===== src/rtl/wsd_pkg.sv =====
// Shared types and constants for the WebSocket frame deframer.
// No dependencies; every other file of the block imports this package.
`default_nettype none

package wsd_pkg;

    localparam int DATA_W = 8;
    localparam int LEN_W  = 63;

    localparam logic [6:0] LEN_CODE_16  = 7'd126;
    localparam logic [6:0] LEN_CODE_64  = 7'd127;
    localparam logic [3:0] CLOSE_OPCODE = 4'd8;

    typedef struct packed {
        logic [DATA_W-1:0] payload_byte;
        logic              payload_valid;
        logic              fin_bit;
        logic [2:0]        reserved_bits;
        logic [3:0]        frame_opcode;
        logic              masked_flag;
        logic [LEN_W-1:0]  payload_length;
        logic              close_request;
        logic              result_last;
        logic              header_error;
    } t_result;

endpackage

`default_nettype wire


===== src/rtl/wsd_parser.sv =====
// Frame header parser, mask key capture and payload unmask for the deframer.
// Holds the parse state; depends on wsd_pkg for the result type and length codes.
`default_nettype none

module wsd_parser
    import wsd_pkg::*;
(
    input  wire logic              i_clk,
    input  wire logic              i_rst_n,
    input  wire logic              i_step,
    input  wire logic [DATA_W-1:0] i_data_byte,
    input  wire logic              i_message_end,
    output logic                   o_emit,
    output t_result                o_result
);

    typedef enum logic [2:0] {
        PH_FIRST,
        PH_SECOND,
        PH_EXT16,
        PH_EXT64,
        PH_KEY,
        PH_PAYLOAD
    } t_phase;

    t_phase      r_phase, n_phase, w_phase_pre;
    logic [2:0]  r_count, n_count;
    logic [63:0] r_length, n_length;
    logic [31:0] r_key, n_key;
    logic [1:0]  r_mask_pos, n_mask_pos;
    logic [8:0]  r_header, n_header;
    logic [7:0]  w_key_byte;
    logic        w_in_payload;

    always_comb begin
        case (r_mask_pos)
            2'd0:    w_key_byte = r_key[31:24];
            2'd1:    w_key_byte = r_key[23:16];
            2'd2:    w_key_byte = r_key[15:8];
            default: w_key_byte = r_key[7:0];
        endcase
    end

    always_comb begin
        w_phase_pre = r_phase;
        n_count     = r_count;
        n_length    = r_length;
        n_key       = r_key;
        n_mask_pos  = r_mask_pos;
        n_header    = r_header;
        case (r_phase)
            PH_PAYLOAD: begin
                n_mask_pos = r_mask_pos + 2'd1;
            end
            PH_SECOND: begin
                n_header = {r_header[8:1], i_data_byte[7]};
                n_count  = 3'd0;
                if (i_data_byte[6:0] == LEN_CODE_16) begin
                    n_length    = 64'd0;
                    w_phase_pre = PH_EXT16;
                end else if (i_data_byte[6:0] == LEN_CODE_64) begin
                    n_length    = 64'd0;
                    w_phase_pre = PH_EXT64;
                end else begin
                    n_length    = {57'd0, i_data_byte[6:0]};
                    w_phase_pre = i_data_byte[7] ? PH_KEY : PH_PAYLOAD;
                end
            end
            PH_EXT16, PH_EXT64: begin
                n_length = {r_length[55:0], i_data_byte};
                if ((r_phase == PH_EXT16 && r_count == 3'd1) || r_count == 3'd7) begin
                    n_count     = 3'd0;
                    w_phase_pre = r_header[0] ? PH_KEY : PH_PAYLOAD;
                end else begin
                    n_count = r_count + 3'd1;
                end
            end
            PH_KEY: begin
                n_key = {r_key[23:0], i_data_byte};
                if (r_count >= 3'd3) begin
                    n_count     = 3'd0;
                    w_phase_pre = PH_PAYLOAD;
                end else begin
                    n_count = r_count + 3'd1;
                end
            end
            default: begin
                n_header    = {i_data_byte[7], i_data_byte[6:4], i_data_byte[3:0], 1'b0};
                n_length    = 64'd0;
                n_key       = 32'd0;
                n_mask_pos  = 2'd0;
                n_count     = 3'd0;
                w_phase_pre = PH_SECOND;
            end
        endcase
        n_phase = w_phase_pre;
        if (i_message_end) begin
            n_phase = PH_FIRST;
            n_count = 3'd0;
        end
    end

    assign w_in_payload = (r_phase == PH_PAYLOAD);

    always_comb begin
        o_emit                  = w_in_payload || i_message_end;
        o_result.payload_byte   = w_in_payload ? (i_data_byte ^ w_key_byte) : '0;
        o_result.payload_valid  = w_in_payload;
        o_result.fin_bit        = n_header[8];
        o_result.reserved_bits  = n_header[7:5];
        o_result.frame_opcode   = n_header[4:1];
        o_result.masked_flag    = n_header[0];
        o_result.payload_length = (w_phase_pre == PH_PAYLOAD) ? n_length[LEN_W-1:0] : '0;
        o_result.close_request  = (n_header[4:1] == CLOSE_OPCODE);
        o_result.result_last    = i_message_end;
        o_result.header_error   = i_message_end && (w_phase_pre != PH_PAYLOAD);
    end

    always_ff @(posedge i_clk) begin
        if (!i_rst_n) begin
            r_phase    <= PH_FIRST;
            r_count    <= 3'd0;
            r_length   <= 64'd0;
            r_key      <= 32'd0;
            r_mask_pos <= 2'd0;
            r_header   <= 9'd0;
        end else if (i_step) begin
            r_phase    <= n_phase;
            r_count    <= n_count;
            r_length   <= n_length;
            r_key      <= n_key;
            r_mask_pos <= n_mask_pos;
            r_header   <= n_header;
        end
    end

endmodule

`default_nettype wire


===== config.mk =====
export PLATFORM = sky130hd
export DESIGN_NAME = wsd_parser
export DESIGN_NICKNAME = d
export VERILOG_FILES = /design/src/rtl/wsd_pkg.sv /design/src/rtl/wsd_parser.sv
export SDC_FILE = /design/constraint.sdc
export NUM_CORES = 1
export LEC_CHECK = 0
export ABC_AREA = 1
export BUFFER_PORTS_ARGS = -buffer_cell sky130_fd_sc_hd__buf_4
export CAP_MARGIN = 20
export CORE_ASPECT_RATIO = 0.6
export CORE_MARGIN = 3
export CORE_UTILIZATION = 38
export CTS_BUF_LIST = sky130_fd_sc_hd__clkbuf_8
export CTS_CLUSTER_DIAMETER = 100
export DETAILED_ROUTE_END_ITERATION = 8
export GPL_TIMING_DRIVEN = 0
export PLACE_DENSITY = 0.6
export SETUP_SLACK_MARGIN = 0.1
export SLEW_MARGIN = 20
export SYNTH_ARGS = -nofsm -noshare
export SYNTH_HDL_FRONTEND = slang
export SYNTH_SLANG_ARGS = --single-unit

===== constraint.sdc =====
create_clock -name i_clk -period 1.9 [get_ports i_clk]
set_input_delay 0.38 -clock i_clk [delete_from_list [all_inputs] [get_ports i_clk]]
set_output_delay 0.38 -clock i_clk [all_outputs]
set_load 0.005 [all_outputs]

==> run metrics, run 1 <==
syn nets roughly 960; asr flop ratio synth 0%; P_leak 3.68 nW; crit path capture type output pin; Worst Path Max Fanout 8; crit path from r_count[0]; area delta synth->final 42.3%; FF-to-FF Start r_phase[1]; hold depth 3; switching share of power 31.0%; Die Y 105 um; n_diodes 0; Post-Syn Area 0.00615 sq mm; CTS Sinks 112; cell internal pwr 3.39 mW; hold_buf cts 0; synth top area cells dfxtp_1, inv_1, a21oi_1; Synth Instances 939; instance area after placement 0.00715 sq mm; Placer Congestion just over 0.9; Worst Min Path Start i_rst_n; Num CTS Buffers 9; post-layout instance area 0.00875 sq mm; Gate power share 20.9%; P_sw 1.52 mW; Max-Cap Viols 0; total gr overflow 0; CTS root buffer clkbuf_8; DRC 0; peak supply drop 0.411 mV; row count 35; Port Buf Inserts 96; Mean Syn Cell Area 6.55 sq um; DIE AREA ~0.018 sq mm; placed wire-length estimate 14,400 um; DP Cell Count 1,238; vias in the first global route 5,739; DR iter-0 viols 730; sequential area share after synthesis 36.5%; fillers 1,521; via count 6,543; post-route ant nets 0; worst skew pair latency 0.39 ns; Post-synth EDFFs 0; Seq pwr share 50.5%; Ys Warns 0; Clock transition at path regs 0.12 ns; fmax around 0.39 GHz; number of vias per cell 5.04; Power Density roughly 560 mW/mm^2; Commonest cells post-synth inv_1, a21oi_1, dfxtp_1, nand2_1, nor2_1; fin nets roughly 1,100; Worst EP arrival roughly 2.2 ns; RSZ-0062 raised after global routing true; most frequent cell after synthesis inv_1; Setup Skew 0.0123 ns; pin slew with the least headroom to its limit between 0.6 and 0.7 ns; CP required 1.52 ns; post-route setup slack -0.681 ns; status complete, but fails checks; Core Box Area 0.0156 sq mm; DR pass1 iterations 5; area leader, netlist dfxtp_1; failing checks negative setup slack; count of final setup violators between 80 and 90; Final Cycle Share 136%; Top FF cell, synth dfxtp_1; Rel. slew slack 56.3%; final worst path period need 2.58 ns; Initial Util 39.5%; #FFs+latches synth ~110; Hold Crit Class in2reg; gr usage total 22.3%; Yosys top cell area share 36.5%; WL per Instance 16.0 um; largest net degree at the start of global routing 19; share of layout cells above drive strength 1 28.0%; first-pass GRT wire length 31,700 um; Clk pwr share 28.6%; antenna violations before repair 0; max-slew violations 0; Finished Layout Cells 1,298; Die X 170 um; startpoint types flip-flop; final hold violation count 0; TritonCTS clock tree done; I/O Pins 97; Crit Path Category reg2out; maximum root-to-sink buffer count 2; Max H-tree Level 3; DRT Wirelength roughly 21,000 um; R2R cell count 13; Netlist cell types 27
-- critical path, cell delays in order (launching register included) --
cell	delay [ns]
dfxtp_4	0.38
ha_4	0.18
ha_4	0.16
nor2_4	0.07
nand2_2	0.07
o21ai_2	0.20
nand4_4	0.13
nand2_4	0.13
buf_12	0.16
clkbuf_16	0.16
nor2_2	0.04
buf_4	0.12
-- cell families (layout without fill, tap and decap cells) --
group                      Yosys count  in the layout  share of synthesized area, %
buffers and inverters              295            451                          19.2
AOI/OAI and AO/OA                  284            284                          25.4
and+or+nand+nor                    240            240                          17.3
DFF                                112            112                          36.5
adders and majority gates            8              8                          1.63
-- power by group through the flow --
stage	Sequential, mW	Clock [mW]	Combinational [mW]
after floorplan	2.52	0	0.441
after global routing	2.49	1.50	1.11
after CTS	2.48	1.43	0.873
final	2.48	1.40	1.03
after global placement	2.53	0	0.673
after detailed placement	2.53	0	0.678
-- cell usage in the layout (no fill, tap or decap), drive strengths merged, types with 26 or more instances in the layout --
| cell type | instances |
|---|---|
| inv | 232 |
| buf | 158 |
| a21oi | 130 |
| nand2 | 114 |
| dfxtp | 112 |
| nor2 | 84 |
| o21ai | 79 |
| clkbuf | 58 |
| o22ai | 56 |
| nand3b | 26 |
-- area by class of cell --
| class | instances | area (sq um) | area share (%) |
|---|---|---|---|
| multi-input combinational | 532 | 3370 | 38.5 |
| sequential | 112 | 2260 | 25.9 |
| timing repair buffer | 142 | 1370 | 15.7 |
| inverter | 230 | 886 | 10.1 |
| buffer | 64 | 433 | 4.95 |
| tap | 203 | 254 | 2.90 |
| clock buffer | 10 | 138 | 1.57 |
| clock inverter | 5 | 41.3 | 0.472 |
-- metrics by stage --
stage	setup WS (ns)	TNS [ns]	utilization, %	power, mW	hold WS [ns]
6_report	-0.681	-47.57	56.1	4.91	0.243
5_1_grt	-0.754	-54.36	56.1	5.11	0.236
4_1_cts	-0.614	-43.64	52.4	4.78	0.232
3_5_place_dp	-0.383	-23.94	45.9	3.21	0.459
3_3_place_gp	-0.425	-26.01	45.9	3.20	0.453
2_1_floorplan	0.103	0	-	2.96	0.446
-- layer usage --
| layer | part of all wire [%] | routed length [um] | GRT usage [%] |
|---|---|---|---|
| met5 | 0 | 0 | 0 |
| met4 | 0.95 | 197 | 4.11 |
| met3 | 8.6 | 1790 | 4.20 |
| met2 | 39 | 8010 | 28.5 |
| met1 | 52 | 10800 | 37.5 |
-- sequential cells by signal, summed over array words and instances, names as in the netlist --
register and cells:
r_count 3, r_header 9, r_key 32, r_length 63, r_mask_pos 2, r_phase 3
-- final timing paths --
check	to	slack, ns
max reg2reg	r_header[6]	0.16
min reg2reg	r_key[26]	0.47
max	o_result[57]	-0.68
min	r_count[0]	0.24
-- timing repair --
item	in CTS	in global routing
gates cloned	4	5
gates resized for setup	152	120
buffers inserted	28	11
endpoints found under the setup margin	87	117
pin swaps	34	38
Note: power is estimated with default switching activity, not from simulation.
==> run 2: changes to the inputs <==
--- a/config.mk
+++ b/config.mk
@@ -6,7 +6,6 @@
 export NUM_CORES = 1
 export LEC_CHECK = 0
 export ABC_AREA = 1
-export BUFFER_PORTS_ARGS = -buffer_cell sky130_fd_sc_hd__buf_4
 export CAP_MARGIN = 20
 export CORE_ASPECT_RATIO = 0.6
 export CORE_MARGIN = 3
@@ -14,8 +13,9 @@
 export CTS_BUF_LIST = sky130_fd_sc_hd__clkbuf_8
 export CTS_CLUSTER_DIAMETER = 100
 export DETAILED_ROUTE_END_ITERATION = 8
+export DONT_BUFFER_PORTS = 1
 export GPL_TIMING_DRIVEN = 0
-export PLACE_DENSITY = 0.6
+export PLACE_DENSITY = 0.55
 export SETUP_SLACK_MARGIN = 0.1
 export SLEW_MARGIN = 20
 export SYNTH_ARGS = -nofsm -noshare
==> run 2 against run 1 <==
  * The run still ends with negative setup slack left
  * Combinational power is 12% lower
  * Wire length is 2.5% lower
  * Critical path depth is 2 lower
  * Cell count is 7.7% lower
  * Global-route usage is 0.32 points lower
  * Worst setup slack better by 0.11 ns
  * Final area is 8.4% lower
  * Power hardly changed
==> run metrics, run 2 (synthesis results as in run 1) <==
status complete, but fails checks (unchanged); failing checks negative setup slack (unchanged); commonest non-fill, non-tap cell in the layout inv_1 (unchanged); I/O Pins 97 (unchanged); DRC 0 (unchanged); gr usage total 22.0% (was 22.3%); antenna violations before repair 0 (unchanged); P_sw 1.50 mW (was 1.52 mW); Max-Cap Viols 0 (unchanged); final design utilization 51.4% (was 56.1%); Power Density 613 mW/mm^2 (was 561 mW/mm^2); post-route ant nets 0 (unchanged); final hold violation count 0 (unchanged); Reg with most FFs r_length (unchanged); largest net degree at the start of global routing 20 (was 19); placed wire-length estimate 14,200 um (was 14,400 um); Seq pwr share 50.4% (was 50.5%); startpoint types flip-flop (unchanged); Initial Util 39.5% (unchanged); worst skew pair latency 0.39 ns (about the same); Max H-tree Level 3 (unchanged); Worst Path Max Fanout 5 (was 8); Port Buf Inserts 0 (was 96); DR iter-0 viols 497 (was 730); fmax 0.405 GHz (was 0.387 GHz); RSZ-0062 raised after global routing true (unchanged); DR pass1 iterations 7 (was 5); Die Y 105 um (unchanged); Setup WS pre-CTS -0.312 ns (was -0.383 ns); total gr overflow 0 (unchanged); number of flip-flops in the largest register 63 (unchanged); CP required 1.52 ns (about the same); Final Cycle Share 130% (was 136%); count of final setup violators 83 (unchanged); switching share of power 30.5% (was 31.0%); CTS root buffer clkbuf_8 (unchanged); area delta synth->final 30.3% (was 42.3%); DIE AREA 0.0178 sq mm (unchanged); Pwr Total 4.91 mW (about the same); P_leak 3.12 nW (was 3.68 nW); TritonCTS clock tree done (unchanged); Placer Congestion 0.868 (was 0.911); post-route setup slack -0.567 ns (was -0.681 ns); Crit Path Category reg2out (unchanged); Rel. slew slack 56.0% (was 56.3%); Clock transition at path regs 0.11 ns (was 0.12 ns); Top Registers r_length (63), r_key (32), r_header (9) (unchanged); DRT Wirelength 20,200 um (was 20,800 um); Die X 170 um (unchanged); row count 35 (unchanged); fin nets 1,010 (was 1,111); share of layout cells above drive strength 1 22.7% (was 28.0%); number of vias per cell 5.20 (was 5.04); cell internal pwr 3.42 mW (was 3.39 mW); Core Box Area 0.0156 sq mm (unchanged); Setup Skew 0.0160 ns (was 0.0123 ns); final worst path period need 2.47 ns (was 2.58 ns); max-slew violations 0 (unchanged); first-pass GRT wire length 31,200 um (was 31,700 um); n_diodes 0 (unchanged); most frequent cells in the layout inv_1, a21oi_1, dfxtp_1, nand2_1, o21ai_0 (was inv_1, a21oi_1, dfxtp_1, nand2_1, buf_4); peak supply drop 0.355 mV (was 0.411 mV); Clk pwr share 31.2% (was 28.6%); Num CTS Buffers 9 (unchanged); WL per Instance 16.9 um (was 16.0 um); crit path capture type output pin (unchanged); pin slew with the least headroom to its limit 0.659 ns (was 0.656 ns); hold_buf cts 0 (unchanged); Hold Slack 0.113 ns (was 0.243 ns); maximum root-to-sink buffer count 2 (unchanged); vias in the first global route 5,608 (was 5,739); Hold Crit Class in2reg (unchanged); CTS Sinks 112 (unchanged); setup TNS -38.93 ns (was -47.57 ns); via count 6,229 (was 6,543); Worst EP arrival 2.09 ns (was 2.20 ns); Gate power share 18.4% (was 20.9%)
## run 2: cell count changes in the layout (fill, tap and decap cells not counted), sizes merged
| cell | before | now |
|---|---|---|
| buf | 158 | 53 |
| bufbuf | 0 | 1 |
| bufinv | 0 | 1 |
| clkinv | 1 | 0 |
| clkinvlp | 2 | 1 |
| inv | 232 | 235 |
| nand2 | 114 | 115 |
| nor2 | 84 | 85 |
## run 2: stage by stage
stage               area (sq um)  instances
floorplan                   6180        939
global placement            6430       1142
detailed placement          6430       1142
CTS                         7550       1178
global route                8020       1198
finish                      8020       1198
## run 2: worst paths after layout
path                            cells after the start  slack, ns             to       start
worst max register to register                     12       0.10  r_mask_pos[0]  r_phase[1]
worst min-delay path                                2       0.11     r_count[0]     i_rst_n
worst max-delay path                                9      -0.57    o_result[6]  r_count[1]
worst min register to register                      2       0.47      r_key[31]   r_key[31]
## run 2: area by class of cell
cell class              instances  area, sq um
inverters                     230          883
well taps                     203          254
plain buffers                  65          469
repair buffers                 38          489
clock buffers                   9          124
flip-flops and latches        112         2270
fillers                      1572         7570
clock inverters                 7         78.8
multi-input cells             534         3450
## run 2: routing by layer
metal / share of wire, % / GRT usage (%) / vias up
met5: 0 / 0 / -
met4: 0.69 / 3.13 / 0
met3: 8.4 / 5.33 / 11
met2: 37 / 28.3 / 217
met1: 53 / 36.4 / 2919
li1: - / - / 3082
## run 2: power groups by stage
stage / combinational, mW / sequential, mW / clock [mW]
final: 0.904 / 2.48 / 1.53
after global routing: 0.984 / 2.49 / 1.66
after CTS: 0.797 / 2.48 / 1.57
after detailed placement: 0.602 / 2.53 / 0
after global placement: 0.599 / 2.53 / 0
after floorplan: 0.441 / 2.52 / 0
## run 2: worst max-delay path, cell delays in order, from the launching register on
cell      delay [ns]
dfxtp_4         0.38
ha_4            0.16
ha_4            0.14
inv_4           0.04
a21oi_2         0.14
nand3b_1        0.27
nand2_4         0.11
buf_12          0.17
buf_12          0.15
a21oi_4         0.13
## run 2: timing repair
item                       4_1_cts  5_1_grt
pin swaps                       40       26
buffers inserted                16       17
cloned                           5        4
gates resized for setup        190       78
setup endpoints to repair       89      117
